[config.mk]
export PLATFORM = sky130hd
export DESIGN_NAME = hsl_to_rgb_pixel_flat
export DESIGN_NICKNAME = d
export VERILOG_FILES = /design/src/rtl/hsl_pkg.sv /design/src/rtl/hsl_if.sv /design/src/rtl/hsl_to_rgb_pixel.sv /design/src/rtl/hsl_norm.sv /design/src/rtl/hsl_light.sv /design/src/rtl/hsl_chan.sv /design/src/flat_wrapper.sv
export SDC_FILE = /design/constraint.sdc
export NUM_CORES = 2
export LEC_CHECK = 0
export BUFFER_PORTS_ARGS = -buffer_cell sky130_fd_sc_hd__buf_2
export CAP_MARGIN = 20
export CORE_MARGIN = 4
export CORE_UTILIZATION = 63
export CTS_CLUSTER_SIZE = 16
export DETAILED_ROUTE_END_ITERATION = 12
export PLACE_DENSITY_LB_ADDON = 0.1
export REMOVE_ABC_BUFFERS = 1
export SYNTH_ARGS = -nofsm -noshare
export SYNTH_HDL_FRONTEND = slang
export SYNTH_SLANG_ARGS = --single-unit
[constraint.sdc]
create_clock -name clk -period 14.04 [get_ports clk]
set_input_delay 2.808 -clock clk [delete_from_list [all_inputs] [get_ports clk]]
set_output_delay 2.808 -clock clk [all_outputs]
set_load 0.02 [all_outputs]
[src/rtl/hsl_pkg.sv]
package hsl_pkg;

	localparam int FRAC_BITS = 24;
	localparam int UNIT_BITS = FRAC_BITS + 1;
	localparam int NUM_CH = 3;
	localparam int CH_RED = 0;
	localparam int CH_GREEN = 1;
	localparam int CH_BLUE = 2;

	localparam logic [8:0] HUE_MAX = 9'd360;
	localparam logic [7:0] SCALE_MAX = 8'd200;
	localparam logic [7:0] LIT_HALF = 8'd100;

	// The scale from 0..200 to 24 fraction bits is a reciprocal multiply that is
	// exact over the whole input range: ceil(2^40 / 200), shifted by 40 - 24.
	localparam logic [32:0] UNIT_RECIP = 33'd5497558139;
	localparam int UNIT_SHIFT = 16;

	// Grey level is (lightness * 510 + 200) / 400, again an exact reciprocal.
	localparam logic [17:0] GRAY_RECIP = 18'd167773;
	localparam int GRAY_SHIFT = 26;

	localparam logic [UNIT_BITS-1:0] UNIT_ONE = UNIT_BITS'(1) << FRAC_BITS;

	typedef logic [UNIT_BITS-1:0] unit_t;
	typedef logic [5:0] weight_t;
	typedef logic [29:0] num_t;

	typedef struct packed {
		unit_t s;
		unit_t l;
		logic lit_lo;
		logic sat_zero;
		logic [7:0] gray;
		weight_t [NUM_CH-1:0] w;
	} norm_t;

	typedef struct packed {
		unit_t v1;
		unit_t span;
		logic sat_zero;
		logic [7:0] gray;
		weight_t [NUM_CH-1:0] w;
	} light_t;

	// Weight of the span in sixtieths for a wrapped angle in degrees.
	function automatic weight_t ramp_weight(input logic [8:0] d);
		logic [8:0] fall;
		fall = 9'd240 - d;
		if (d < 9'd60) begin
			return d[5:0];
		end else if (d < 9'd180) begin
			return 6'd60;
		end else if (d < 9'd240) begin
			return fall[5:0];
		end else begin
			return 6'd0;
		end
	endfunction

endpackage

[src/rtl/hsl_if.sv]
interface hsl_in_if;
	logic valid;
	logic ready;
	logic [8:0] hue;
	logic [7:0] saturation;
	logic [7:0] lightness;

	modport source(output valid, hue, saturation, lightness, input ready);
	modport sink(input valid, hue, saturation, lightness, output ready);
endinterface

interface hsl_out_if;
	logic valid;
	logic ready;
	logic [7:0] red;
	logic [7:0] green;
	logic [7:0] blue;

	modport source(output valid, red, green, blue, input ready);
	modport sink(input valid, red, green, blue, output ready);
endinterface

[src/rtl/hsl_to_rgb_pixel.sv]
// HSL to RGB pixel converter.
// Items enter on the hsl channel (hue 0..360 degrees, saturation and lightness
// on a 0..200 scale; larger codes are saturated) and leave on the rgb channel
// as three 8-bit channel bytes, one result item for each input item, in order.
// Both channels use valid/ready; an item moves when both are high at a clock edge.
// The datapath is a six stage pipeline: scaling and hue weights, the
// saturation-lightness product, the upper ramp level, the lower level and
// span, the per-channel ramp products, and the final byte rounding.
// Throughput is one item per cycle while the rgb receiver is ready, with each
// stage holding one item.
// Every stage has its own valid bit and moves only when the stage after it is
// empty or moving, so a stalled receiver fills the empty stages first and hsl
// ready drops only when all six stages hold an item. Nothing is lost or repeated.
// Reset is asynchronous and clears all valid bits; the block is ready for an
// item in the first cycle after reset is released.
module hsl_to_rgb_pixel (
	input  logic clk,
	input  logic arst_n,
	hsl_in_if.sink hsl,
	hsl_out_if.source rgb
);

	hsl_pkg::norm_t norm_data;
	logic norm_valid;
	logic norm_ready;
	hsl_pkg::light_t light_data;
	logic light_valid;
	logic light_ready;

	hsl_norm u_norm (
		.clk      (clk),
		.arst_n   (arst_n),
		.hsl      (hsl),
		.dn_data  (norm_data),
		.dn_valid (norm_valid),
		.dn_ready (norm_ready)
	);

	hsl_light u_light (
		.clk      (clk),
		.arst_n   (arst_n),
		.up_data  (norm_data),
		.up_valid (norm_valid),
		.up_ready (norm_ready),
		.dn_data  (light_data),
		.dn_valid (light_valid),
		.dn_ready (light_ready)
	);

	hsl_chan u_chan (
		.clk      (clk),
		.arst_n   (arst_n),
		.up_data  (light_data),
		.up_valid (light_valid),
		.up_ready (light_ready),
		.rgb      (rgb)
	);

endmodule

[src/rtl/hsl_norm.sv]
module hsl_norm (
	input  logic             clk,
	input  logic             arst_n,
	hsl_in_if.sink           hsl,
	output hsl_pkg::norm_t   dn_data,
	output logic             dn_valid,
	input  logic             dn_ready
);

	logic [8:0] hue_c;
	logic [7:0] sat_c;
	logic [7:0] lit_c;
	logic [40:0] s_prod;
	logic [40:0] l_prod;
	logic [16:0] gray_num;
	logic [34:0] gray_prod;
	logic [9:0] red_d;
	logic [8:0] blue_d;
	hsl_pkg::norm_t next;
	hsl_pkg::norm_t data_s1;
	logic valid_s1;
	logic ready_s1;

	always_comb begin
		hue_c = (hsl.hue > hsl_pkg::HUE_MAX) ? hsl_pkg::HUE_MAX : hsl.hue;
		sat_c = (hsl.saturation > hsl_pkg::SCALE_MAX) ? hsl_pkg::SCALE_MAX : hsl.saturation;
		lit_c = (hsl.lightness > hsl_pkg::SCALE_MAX) ? hsl_pkg::SCALE_MAX : hsl.lightness;

		s_prod = {33'd0, sat_c} * {8'd0, hsl_pkg::UNIT_RECIP};
		l_prod = {33'd0, lit_c} * {8'd0, hsl_pkg::UNIT_RECIP};
		gray_num = {9'd0, lit_c} * 17'd510 + 17'd200;
		gray_prod = {18'd0, gray_num} * {17'd0, hsl_pkg::GRAY_RECIP};

		red_d = {1'b0, hue_c} + 10'd120;
		if (red_d > {1'b0, hsl_pkg::HUE_MAX}) begin
			red_d = red_d - {1'b0, hsl_pkg::HUE_MAX};
		end
		if (hue_c < 9'd120) begin
			blue_d = hue_c + 9'd240;
		end else begin
			blue_d = hue_c - 9'd120;
		end

		next.s = s_prod[hsl_pkg::UNIT_SHIFT +: hsl_pkg::UNIT_BITS];
		next.l = l_prod[hsl_pkg::UNIT_SHIFT +: hsl_pkg::UNIT_BITS];
		next.lit_lo = (lit_c < hsl_pkg::LIT_HALF);
		next.sat_zero = (sat_c == 8'd0);
		next.gray = gray_prod[hsl_pkg::GRAY_SHIFT +: 8];
		next.w[hsl_pkg::CH_RED] = hsl_pkg::ramp_weight(red_d[8:0]);
		next.w[hsl_pkg::CH_GREEN] = hsl_pkg::ramp_weight(hue_c);
		next.w[hsl_pkg::CH_BLUE] = hsl_pkg::ramp_weight(blue_d);
	end

	assign ready_s1 = !valid_s1 || dn_ready;
	assign hsl.ready = ready_s1;

	always_ff @(posedge clk or negedge arst_n) begin
		if (!arst_n) begin
			valid_s1 <= 1'b0;
		end else if (ready_s1) begin
			valid_s1 <= hsl.valid;
		end
	end

	always_ff @(posedge clk) begin
		if (ready_s1 && hsl.valid) begin
			data_s1 <= next;
		end
	end

	assign dn_data = data_s1;
	assign dn_valid = valid_s1;

endmodule

[src/rtl/hsl_light.sv]
module hsl_light (
	input  logic             clk,
	input  logic             arst_n,
	input  hsl_pkg::norm_t   up_data,
	input  logic             up_valid,
	output logic             up_ready,
	output hsl_pkg::light_t  dn_data,
	output logic             dn_valid,
	input  logic             dn_ready
);

	logic [49:0] sl_prod;
	hsl_pkg::norm_t n_s2;
	hsl_pkg::unit_t ph_s2;
	logic valid_s2;
	logic ready_s2;

	logic [hsl_pkg::UNIT_BITS:0] lo_sum;
	logic [hsl_pkg::UNIT_BITS:0] hi_sum;
	logic [hsl_pkg::UNIT_BITS:0] v2_wide;
	hsl_pkg::unit_t v2_next;
	hsl_pkg::norm_t n_s3;
	hsl_pkg::unit_t v2_s3;
	logic valid_s3;
	logic ready_s3;

	logic [hsl_pkg::UNIT_BITS:0] two_l;
	logic [hsl_pkg::UNIT_BITS:0] v1_wide;
	hsl_pkg::unit_t v1_next;
	hsl_pkg::light_t data_s4;
	logic valid_s4;
	logic ready_s4;

	assign sl_prod = {25'd0, up_data.s} * {25'd0, up_data.l};

	always_comb begin
		lo_sum = {1'b0, n_s2.l} + {1'b0, ph_s2};
		hi_sum = {1'b0, n_s2.l} + {1'b0, n_s2.s} - {1'b0, ph_s2};
		v2_wide = n_s2.lit_lo ? lo_sum : hi_sum;
		if (v2_wide > {1'b0, hsl_pkg::UNIT_ONE}) begin
			v2_next = hsl_pkg::UNIT_ONE;
		end else begin
			v2_next = v2_wide[hsl_pkg::UNIT_BITS-1:0];
		end
	end

	always_comb begin
		two_l = {n_s3.l, 1'b0};
		if (two_l > {1'b0, v2_s3}) begin
			v1_wide = two_l - {1'b0, v2_s3};
		end else begin
			v1_wide = '0;
		end
		if (v1_wide > {1'b0, v2_s3}) begin
			v1_next = v2_s3;
		end else begin
			v1_next = v1_wide[hsl_pkg::UNIT_BITS-1:0];
		end
	end

	assign ready_s4 = !valid_s4 || dn_ready;
	assign ready_s3 = !valid_s3 || ready_s4;
	assign ready_s2 = !valid_s2 || ready_s3;
	assign up_ready = ready_s2;

	always_ff @(posedge clk or negedge arst_n) begin
		if (!arst_n) begin
			valid_s2 <= 1'b0;
			valid_s3 <= 1'b0;
			valid_s4 <= 1'b0;
		end else begin
			if (ready_s2) begin
				valid_s2 <= up_valid;
			end
			if (ready_s3) begin
				valid_s3 <= valid_s2;
			end
			if (ready_s4) begin
				valid_s4 <= valid_s3;
			end
		end
	end

	always_ff @(posedge clk) begin
		if (ready_s2 && up_valid) begin
			n_s2 <= up_data;
			ph_s2 <= sl_prod[hsl_pkg::FRAC_BITS +: hsl_pkg::UNIT_BITS];
		end
		if (ready_s3 && valid_s2) begin
			n_s3 <= n_s2;
			v2_s3 <= v2_next;
		end
		if (ready_s4 && valid_s3) begin
			data_s4.v1 <= v1_next;
			data_s4.span <= v2_s3 - v1_next;
			data_s4.sat_zero <= n_s3.sat_zero;
			data_s4.gray <= n_s3.gray;
			data_s4.w <= n_s3.w;
		end
	end

	assign dn_data = data_s4;
	assign dn_valid = valid_s4;

endmodule

[src/rtl/hsl_chan.sv]
module hsl_chan (
	input  logic             clk,
	input  logic             arst_n,
	input  hsl_pkg::light_t  up_data,
	input  logic             up_valid,
	output logic             up_ready,
	hsl_out_if.source        rgb
);

	hsl_pkg::num_t [hsl_pkg::NUM_CH-1:0] num_next;
	hsl_pkg::num_t [hsl_pkg::NUM_CH-1:0] num_s5;
	logic sat_zero_s5;
	logic [7:0] gray_s5;
	logic valid_s5;
	logic ready_s5;

	logic [34:0] scaled [hsl_pkg::NUM_CH];
	logic [7:0] chan_byte [hsl_pkg::NUM_CH];
	logic [7:0] byte_sel [hsl_pkg::NUM_CH];
	logic black;
	logic [7:0] red_s6;
	logic [7:0] green_s6;
	logic [7:0] blue_s6;
	logic valid_s6;
	logic ready_s6;

	always_comb begin
		for (int c = 0; c < hsl_pkg::NUM_CH; c++) begin
			num_next[c] = {5'd0, up_data.v1} * 30'd60
				+ {5'd0, up_data.span} * {24'd0, up_data.w[c]};
		end
	end

	// 255 * num / (60 * 2^24) rounded half up equals (17 * num + 2^25) >> 26.
	always_comb begin
		for (int c = 0; c < hsl_pkg::NUM_CH; c++) begin
			scaled[c] = {5'd0, num_s5[c]} * 35'd17 + (35'd1 << 25);
			if (scaled[c][34:26] > 9'd255) begin
				chan_byte[c] = 8'd255;
			end else begin
				chan_byte[c] = scaled[c][33:26];
			end
			byte_sel[c] = sat_zero_s5 ? gray_s5 : chan_byte[c];
		end
		black = (byte_sel[hsl_pkg::CH_RED] == 8'd0) && (byte_sel[hsl_pkg::CH_GREEN] == 8'd0)
			&& (byte_sel[hsl_pkg::CH_BLUE] == 8'd0);
	end

	assign ready_s6 = !valid_s6 || rgb.ready;
	assign ready_s5 = !valid_s5 || ready_s6;
	assign up_ready = ready_s5;

	always_ff @(posedge clk or negedge arst_n) begin
		if (!arst_n) begin
			valid_s5 <= 1'b0;
			valid_s6 <= 1'b0;
		end else begin
			if (ready_s5) begin
				valid_s5 <= up_valid;
			end
			if (ready_s6) begin
				valid_s6 <= valid_s5;
			end
		end
	end

	always_ff @(posedge clk) begin
		if (ready_s5 && up_valid) begin
			num_s5 <= num_next;
			sat_zero_s5 <= up_data.sat_zero;
			gray_s5 <= up_data.gray;
		end
		if (ready_s6 && valid_s5) begin
			red_s6 <= black ? 8'd1 : byte_sel[hsl_pkg::CH_RED];
			green_s6 <= black ? 8'd1 : byte_sel[hsl_pkg::CH_GREEN];
			blue_s6 <= black ? 8'd1 : byte_sel[hsl_pkg::CH_BLUE];
		end
	end

	assign rgb.valid = valid_s6;
	assign rgb.red = red_s6;
	assign rgb.green = green_s6;
	assign rgb.blue = blue_s6;

endmodule

[src/flat_wrapper.sv]
// flat-port wrapper written by rule: the top's interface ports become plain ports
module hsl_to_rgb_pixel_flat 
  (clk, arst_n, hsl_valid, hsl_hue, hsl_saturation, hsl_lightness, hsl_ready, rgb_valid, rgb_red, rgb_green, rgb_blue, rgb_ready);
  hsl_in_if hsl_i ();
  hsl_out_if rgb_i ();
  input  logic clk;
  input  logic arst_n;
  input wire logic [$bits(hsl_i.valid)-1:0] hsl_valid;
  input wire logic [$bits(hsl_i.hue)-1:0] hsl_hue;
  input wire logic [$bits(hsl_i.saturation)-1:0] hsl_saturation;
  input wire logic [$bits(hsl_i.lightness)-1:0] hsl_lightness;
  output wire logic [$bits(hsl_i.ready)-1:0] hsl_ready;
  output wire logic [$bits(rgb_i.valid)-1:0] rgb_valid;
  output wire logic [$bits(rgb_i.red)-1:0] rgb_red;
  output wire logic [$bits(rgb_i.green)-1:0] rgb_green;
  output wire logic [$bits(rgb_i.blue)-1:0] rgb_blue;
  input wire logic [$bits(rgb_i.ready)-1:0] rgb_ready;
  assign hsl_i.valid = hsl_valid;
  assign hsl_i.hue = hsl_hue;
  assign hsl_i.saturation = hsl_saturation;
  assign hsl_i.lightness = hsl_lightness;
  assign hsl_ready = hsl_i.ready;
  assign rgb_valid = rgb_i.valid;
  assign rgb_red = rgb_i.red;
  assign rgb_green = rgb_i.green;
  assign rgb_blue = rgb_i.blue;
  assign rgb_i.ready = rgb_ready;
  hsl_to_rgb_pixel u_core (.clk(clk), .arst_n(arst_n), .hsl(hsl_i), .rgb(rgb_i));
endmodule
# Word level (Yosys, flattened, before mapping)

Index checks and enable logic that the tools add are counted.
Widths: inputs -> output; s select.

Register bits after elaboration: 464
Bits of input ports: 29
Output and inout port bits: 26
Word-level logic and storage cells: 144

Add/sub/neg operators: 19
Multipliers: 12
Magnitude comparators: 21
Mux-type cells: 23
Reductions and logical operators: 24

Operators by type and width:

| operator               | number |
|---|---|
| $add 35x26->35 const B | 3 |
| $mul 30x5->35 const B  | 3 |
| $add 30x30->30         | 3 |
| $mul 25x6->30          | 3 |
| $mul 8x33->41 const B  | 2 |
| $mux 8                 | 8 |
| $lt 9x8->1 const B     | 6 |
| $mux 6                 | 9 |
| $add 25x25->26         | 2 |
| $gt 26x25->1           | 2 |
| $mux 26                | 2 |
| $sub 26x25->26         | 2 |
| $mul 25x25->49         | 1 |
| $mul 17x18->34 const B | 1 |
| $logic_not 8->1        | 4 |
| $mul 25x4->28 const B  | 1 |
| $gt 9x8->1 const B     | 3 |
| $lt 9x6->1 const B     | 3 |
| $mux 9                 | 3 |
| $gt 26x25->1 const B   | 1 |
| $mux 25                | 1 |
| $sub 25x25->25         | 1 |
| $sub 6x6->6 const A    | 3 |
| $add 17x8->17 const B  | 1 |
| other kinds (13)       | 31 |

# Depth between registers and ports, before layout

Depth after elaboration: 9
Depth in mapped cells: 47

# Hierarchy

From an unflattened synthesis, not the netlist that was laid out.

Cells, all modules: 8,192
Area, all modules: 78,139.9 µm²

Modules (own cells, without submodules):

| module    | instances | cells an instance | area each (µm²) |
|---|---|---|---|
| hsl_light | 1         | 3,639             | 35,258.8 |
| hsl_chan  | 1         | 2,825             | 26,183.9 |
| hsl_norm  | 1         | 1,728             | 16,697.3 |

# Least setup slack after synthesis

No wires, ideal clock.

Kind: input -> register
From: input hsl_lightness[5]
To: register u_core.u_norm.data_s1 (netlist bit u_core.u_norm.dn_data[20]) (data pin)
Library setup time: 0.258 ns
Arrival: 12.962 ns
Required time: 13.782 ns
Slack: 0.821 ns
Stages: 43
Path buffers: 0
Path through: o311ai_1 -> nand2_1 -> inv_1 -> nand2_1 -> nand2b_1 -> inv_1 -> fa_1 -> inv_1 -> ha_1 -> inv_1 -> fa_1 -> inv_1 -> ha_1 -> a21o_1 -> a21oi_1 -> o21ai_0 -> a31oi_1 -> nor2_1 -> [... 7 more ...] -> fa_1 -> inv_1 -> fa_1 -> fa_1 -> inv_1 -> fa_1 -> ha_1 -> a21o_1 -> a21o_1 -> a21oi_1 -> nor2b_1 -> o21ai_0 -> nand2_1 -> a21o_1 -> a221oi_1 -> o21ba_2 -> o21ba_2 -> xnor2_1

Longest elaborated chain between the ends: 5

RTL lines:

| item                            | RTL line           | text |
|---|---|---|
| start: declaration              | flat_wrapper.sv:11 | `input wire logic [$bits(hsl_i.lightness)-1:0] hsl_lightness;` |
| $gt 8x8->1                      | hsl_norm.sv:27     | `lit_c = (hsl.lightness > hsl_pkg::SCALE_MAX) ? hsl_pkg::SCALE_MAX : hsl.lightness;` |
| $mux 8 (*)                      | hsl_norm.sv:27     |  |
| $mul 8x8->16 (*)                | hsl_norm.sv:31     | `gray_num = {9'd0, lit_c} * 17'd510 + 17'd200;` |
| $add 17x8->17 (*)               | hsl_norm.sv:31     |  |
| $mul 17x18->34 (*)              | hsl_norm.sv:32     | `gray_prod = {18'd0, gray_num} * {17'd0, hsl_pkg::GRAY_RECIP};` |
| via u_core.u_norm.gray_prod[28] | hsl_norm.sv:16     | `logic [34:0] gray_prod;` |
| end signal: assignment          | hsl_norm.sv:67     | `data_s1 <= next;` |
| end: declaration                | hsl_norm.sv:20     | `hsl_pkg::norm_t data_s1;` |

The timed path passes the listed nets; every way through them passes the cells marked *.
A chain may end at the register's enable or synchronous reset.

# Final worst setup path

Ends and elaborated chain as after synthesis.

==> impl_metrics.tcl <==
set metrics [dict create \
    yosys.cell_count.top_type "inv_1" \
    min_path_type "reg -> reg" \
    syn_avg_cell_area_sq_um 9.629 \
    fin_setup_tns_ns 0 \
    setup_viol 0 \
    fp.dieW_um 357.1 \
    slew_headroom 0.2282 \
    syn_inst 7975 \
    cpPeakStageDelay_ns 0.69 \
    timing.fmax_mhz 76.50 \
    drv_cap 0 \
    multiInputGateArea_sq_um 55570 \
    fin_nets 10180 \
    wl_per_cell_um 19.38 \
    fin_crit_sh 0.9310 \
    r2r_cells 34 \
    synth-edff-count 458 \
    run_status "complete, no violations" \
    cp_data_arrival_time_ns 13.47 \
    overflow 0 \
    synthFlopType "edfxtp_1" \
    initial_utilization 0.6375 \
    crit_path_start "hsl_lightness[5]" \
    drive_above_1_share 0.03836 \
    worst_setup_path_end_kind "register" \
    fin_crit_ns 13.07 \
    ys_async_sr_fraction 0.01293 \
    cts_tree "done" \
    die_area_sq_um 127500 \
    clock_latency_ns 0.67 \
    drt_iter0_markers 3515 \
    syn-cell-area_sq_um 76790 \
    postCtsSetupRepairBufs 0 \
    worstSetupPathType "in -> reg" \
    synth_area_leaders "fa_1, edfxtp_1, ha_1, inv_1, nand2_1" \
    cts_buffer_depth 3 \
    yosys.area.top_type "fa_1" \
    hpwl_um 148300 \
    synth_seq_area_share 0.1811 \
    grt_setup_unrepaired "no" \
    tightest_slew_ns 1.158 \
    startpoint_type "input port" \
    path_max_fanout 6 \
    rr_endpoint "u_core.u_light.dn_data[51]$_DFFE_PP_" \
    pin_count 55 \
    ant_nets 0 \
    clock_sinks 464 \
    synth_seq_cells 464 \
    grt_max_degree 68 \
    die_height_um 357.1 \
    numCtsBuffers 55 \
    cts_resized 0 \
    drv_slew 0 \
    cts_hold_buffers 0 \
    route.vias.total 54450 \
    grt_pass1_vias 57800 \
    ys_types 97 \
    yosys_warnings 0 \
    hold_depth 0 \
    r2r_slack_ns 5.04 \
    endpoint "u_core.u_norm.dn_data[20]$_DFFE_PP_" \
    regArea_sq_um 13900 \
    antenna_found_initial 1 \
    cts.clk_slew.worst_paths_ns 0.06 \
    synth_top_area_frac 0.3055 \
    clock-root-buffer "clkbuf_16" \
    fp.coreArea_sq_um 120400 \
    drc 0 \
    io_buffers 54 \
    grtUsageTotal 0.3017 \
    r2r_start "u_core.u_light.v2_s3[0]$_SDFFCE_PN0P_" \
    drt_wl_total_um 185900 \
    hold_viol 0 \
    avgViaCountPerCell 5.677 \
    crit_required_ns 14.44 \
    dr.pass1.iters 6 \
    area_growth_pct 5.175 \
    fin_skew_ns 0.04371 \
    fillerInstances 9825 \
    grt_pass1_wl_um 304500 \
    netlist_top_cells_count "inv_1, fa_1, ha_1" \
    num_rows 127 \
    h-tree-depth 2 \
    critPathSlowestCell "o311ai_1" \
    gp_congestion 0.9022 \
]
-- worst max-delay path: cells and delay by family --
kind | cells | cell delay (ns)
compound gates | 13 | 2.85
simple gates | 8 | 1.34
buf+inv | 11 | 1.05
xor+xnor | 3 | 0.39
fa+ha+maj | 11 | 5.01
-- cell families (layout without fill, tap and decap cells) --
| kind of cell | count (synthesis) | after routing | share of synthesized area |
|---|---|---|---|
| other | 0 | 1 | 0 |
| adders and majority gates | 2212 | 2212 | 0.4750 |
| DFF | 464 | 464 | 0.1811 |
| AOI/OAI and AO/OA | 995 | 995 | 0.08580 |
| and+or+nand+nor | 2009 | 2009 | 0.1214 |
| xor gates and xnor gates | 305 | 305 | 0.03506 |
| buffers and inverters | 1949 | 1952 | 0.09584 |
| muxes | 41 | 41 | 0.005833 |
-- sequential cells by signal, indices dropped and copies added, names as in the netlist, 25 cells and up --
name,count
u_core.u_light.n_s2,78
u_core.u_norm.dn_data,78
u_core.u_light.ph_s2,25
u_core.u_light.v2_s3,25
u_core.u_chan.num_s5,90
u_core.u_light.n_s3,52
u_core.u_light.dn_data,77
-- how the worst min path moves through the flow --
stage	slack, ns	to	from
2_1_floorplan	0.40	u_core.u_chan.gray_s5[0]$_DFFE_PP_	u_core.u_light.dn_data[18]$_DFFE_PP_
3_3_place_gp	0.40	u_core.u_light.n_s3[6]$_DFFE_PP_	u_core.u_light.n_s2[6]$_DFFE_PP_
3_5_place_dp	0.40	u_core.u_chan.gray_s5[5]$_DFFE_PP_	u_core.u_light.dn_data[23]$_DFFE_PP_
4_1_cts	0.38	u_core.u_light.n_s3[26]$_DFFE_PP_	u_core.u_light.n_s2[26]$_DFFE_PP_
5_1_grt	0.39	u_core.u_light.n_s3[26]$_DFFE_PP_	u_core.u_light.n_s2[26]$_DFFE_PP_
6_report	0.39	u_core.u_light.n_s3[26]$_DFFE_PP_	u_core.u_light.n_s2[26]$_DFFE_PP_
-- per-stage QoR --
step / hold WS [ns] / instances / cell area (sq um) / util / setup slack [ns]
after CTS: 0.3822 / 9590 / 80760 / 0.6705 / 0.9415
after detailed placement: 0.4045 / 9490 / 78850 / 0.6547 / 0.2727
after global routing: 0.3867 / 9590 / 80760 / 0.6705 / 0.2215
after global placement: 0.4005 / 9490 / 78850 / 0.6547 / 0.3750
final: 0.3935 / 9591 / 80760 / 0.6705 / 0.9686
after floorplan: 0.4003 / 7733 / 75840 / - / 0.8210
-- metal layers --
layer / vias up / track usage / share of wire
met3: 446 / 0.03850 / 0.055
met2: 1644 / 0.5207 / 0.49
li1: 25330 / - / -
met1: 27020 / 0.3921 / 0.41
met4: 2 / 0.1123 / 0.043
met5: - / 0 / 0.000070
-- area by class of cell --
type / instances / share of cell area
multi-input cells: 5562 / 0.6881
flip-flops and latches: 464 / 0.1721
inverters: 1707 / 0.07934
well taps: 1612 / 0.02497
clock buffers: 64 / 0.01746
repair buffers: 145 / 0.01180
clock inverters: 36 / 0.006181
diodes: 1 / 0.00003098
-- cells in the final DEF, fill, tap and decap left out, drive strengths merged, types with 23 or more instances in the layout --
cell    synthesis  layout
a211oi         44      44
a21o          126     126
a21oi         286     286
a31oi          36      36
and2          297     297
and3           27      27
buf            16     145
clkbuf        226      64
edfxtp        458     458
fa           1172    1172
ha           1040    1040
inv          1706    1713
mux2i          41      41
nand2         990     990
nand2b         56      56
nand3          73      73
nand4          41      41
nor2          267     267
nor2b          60      60
nor3           91      91
o211ai         36      36
o21a           55      55
o21ai         181     181
o21bai         32      32
or2            23      23
or3            25      25
xnor2         204     204
xor2          100     100
Power is not shown: default switching activity piles up to over one toggle a cycle in this logic, so the estimate is an artifact.
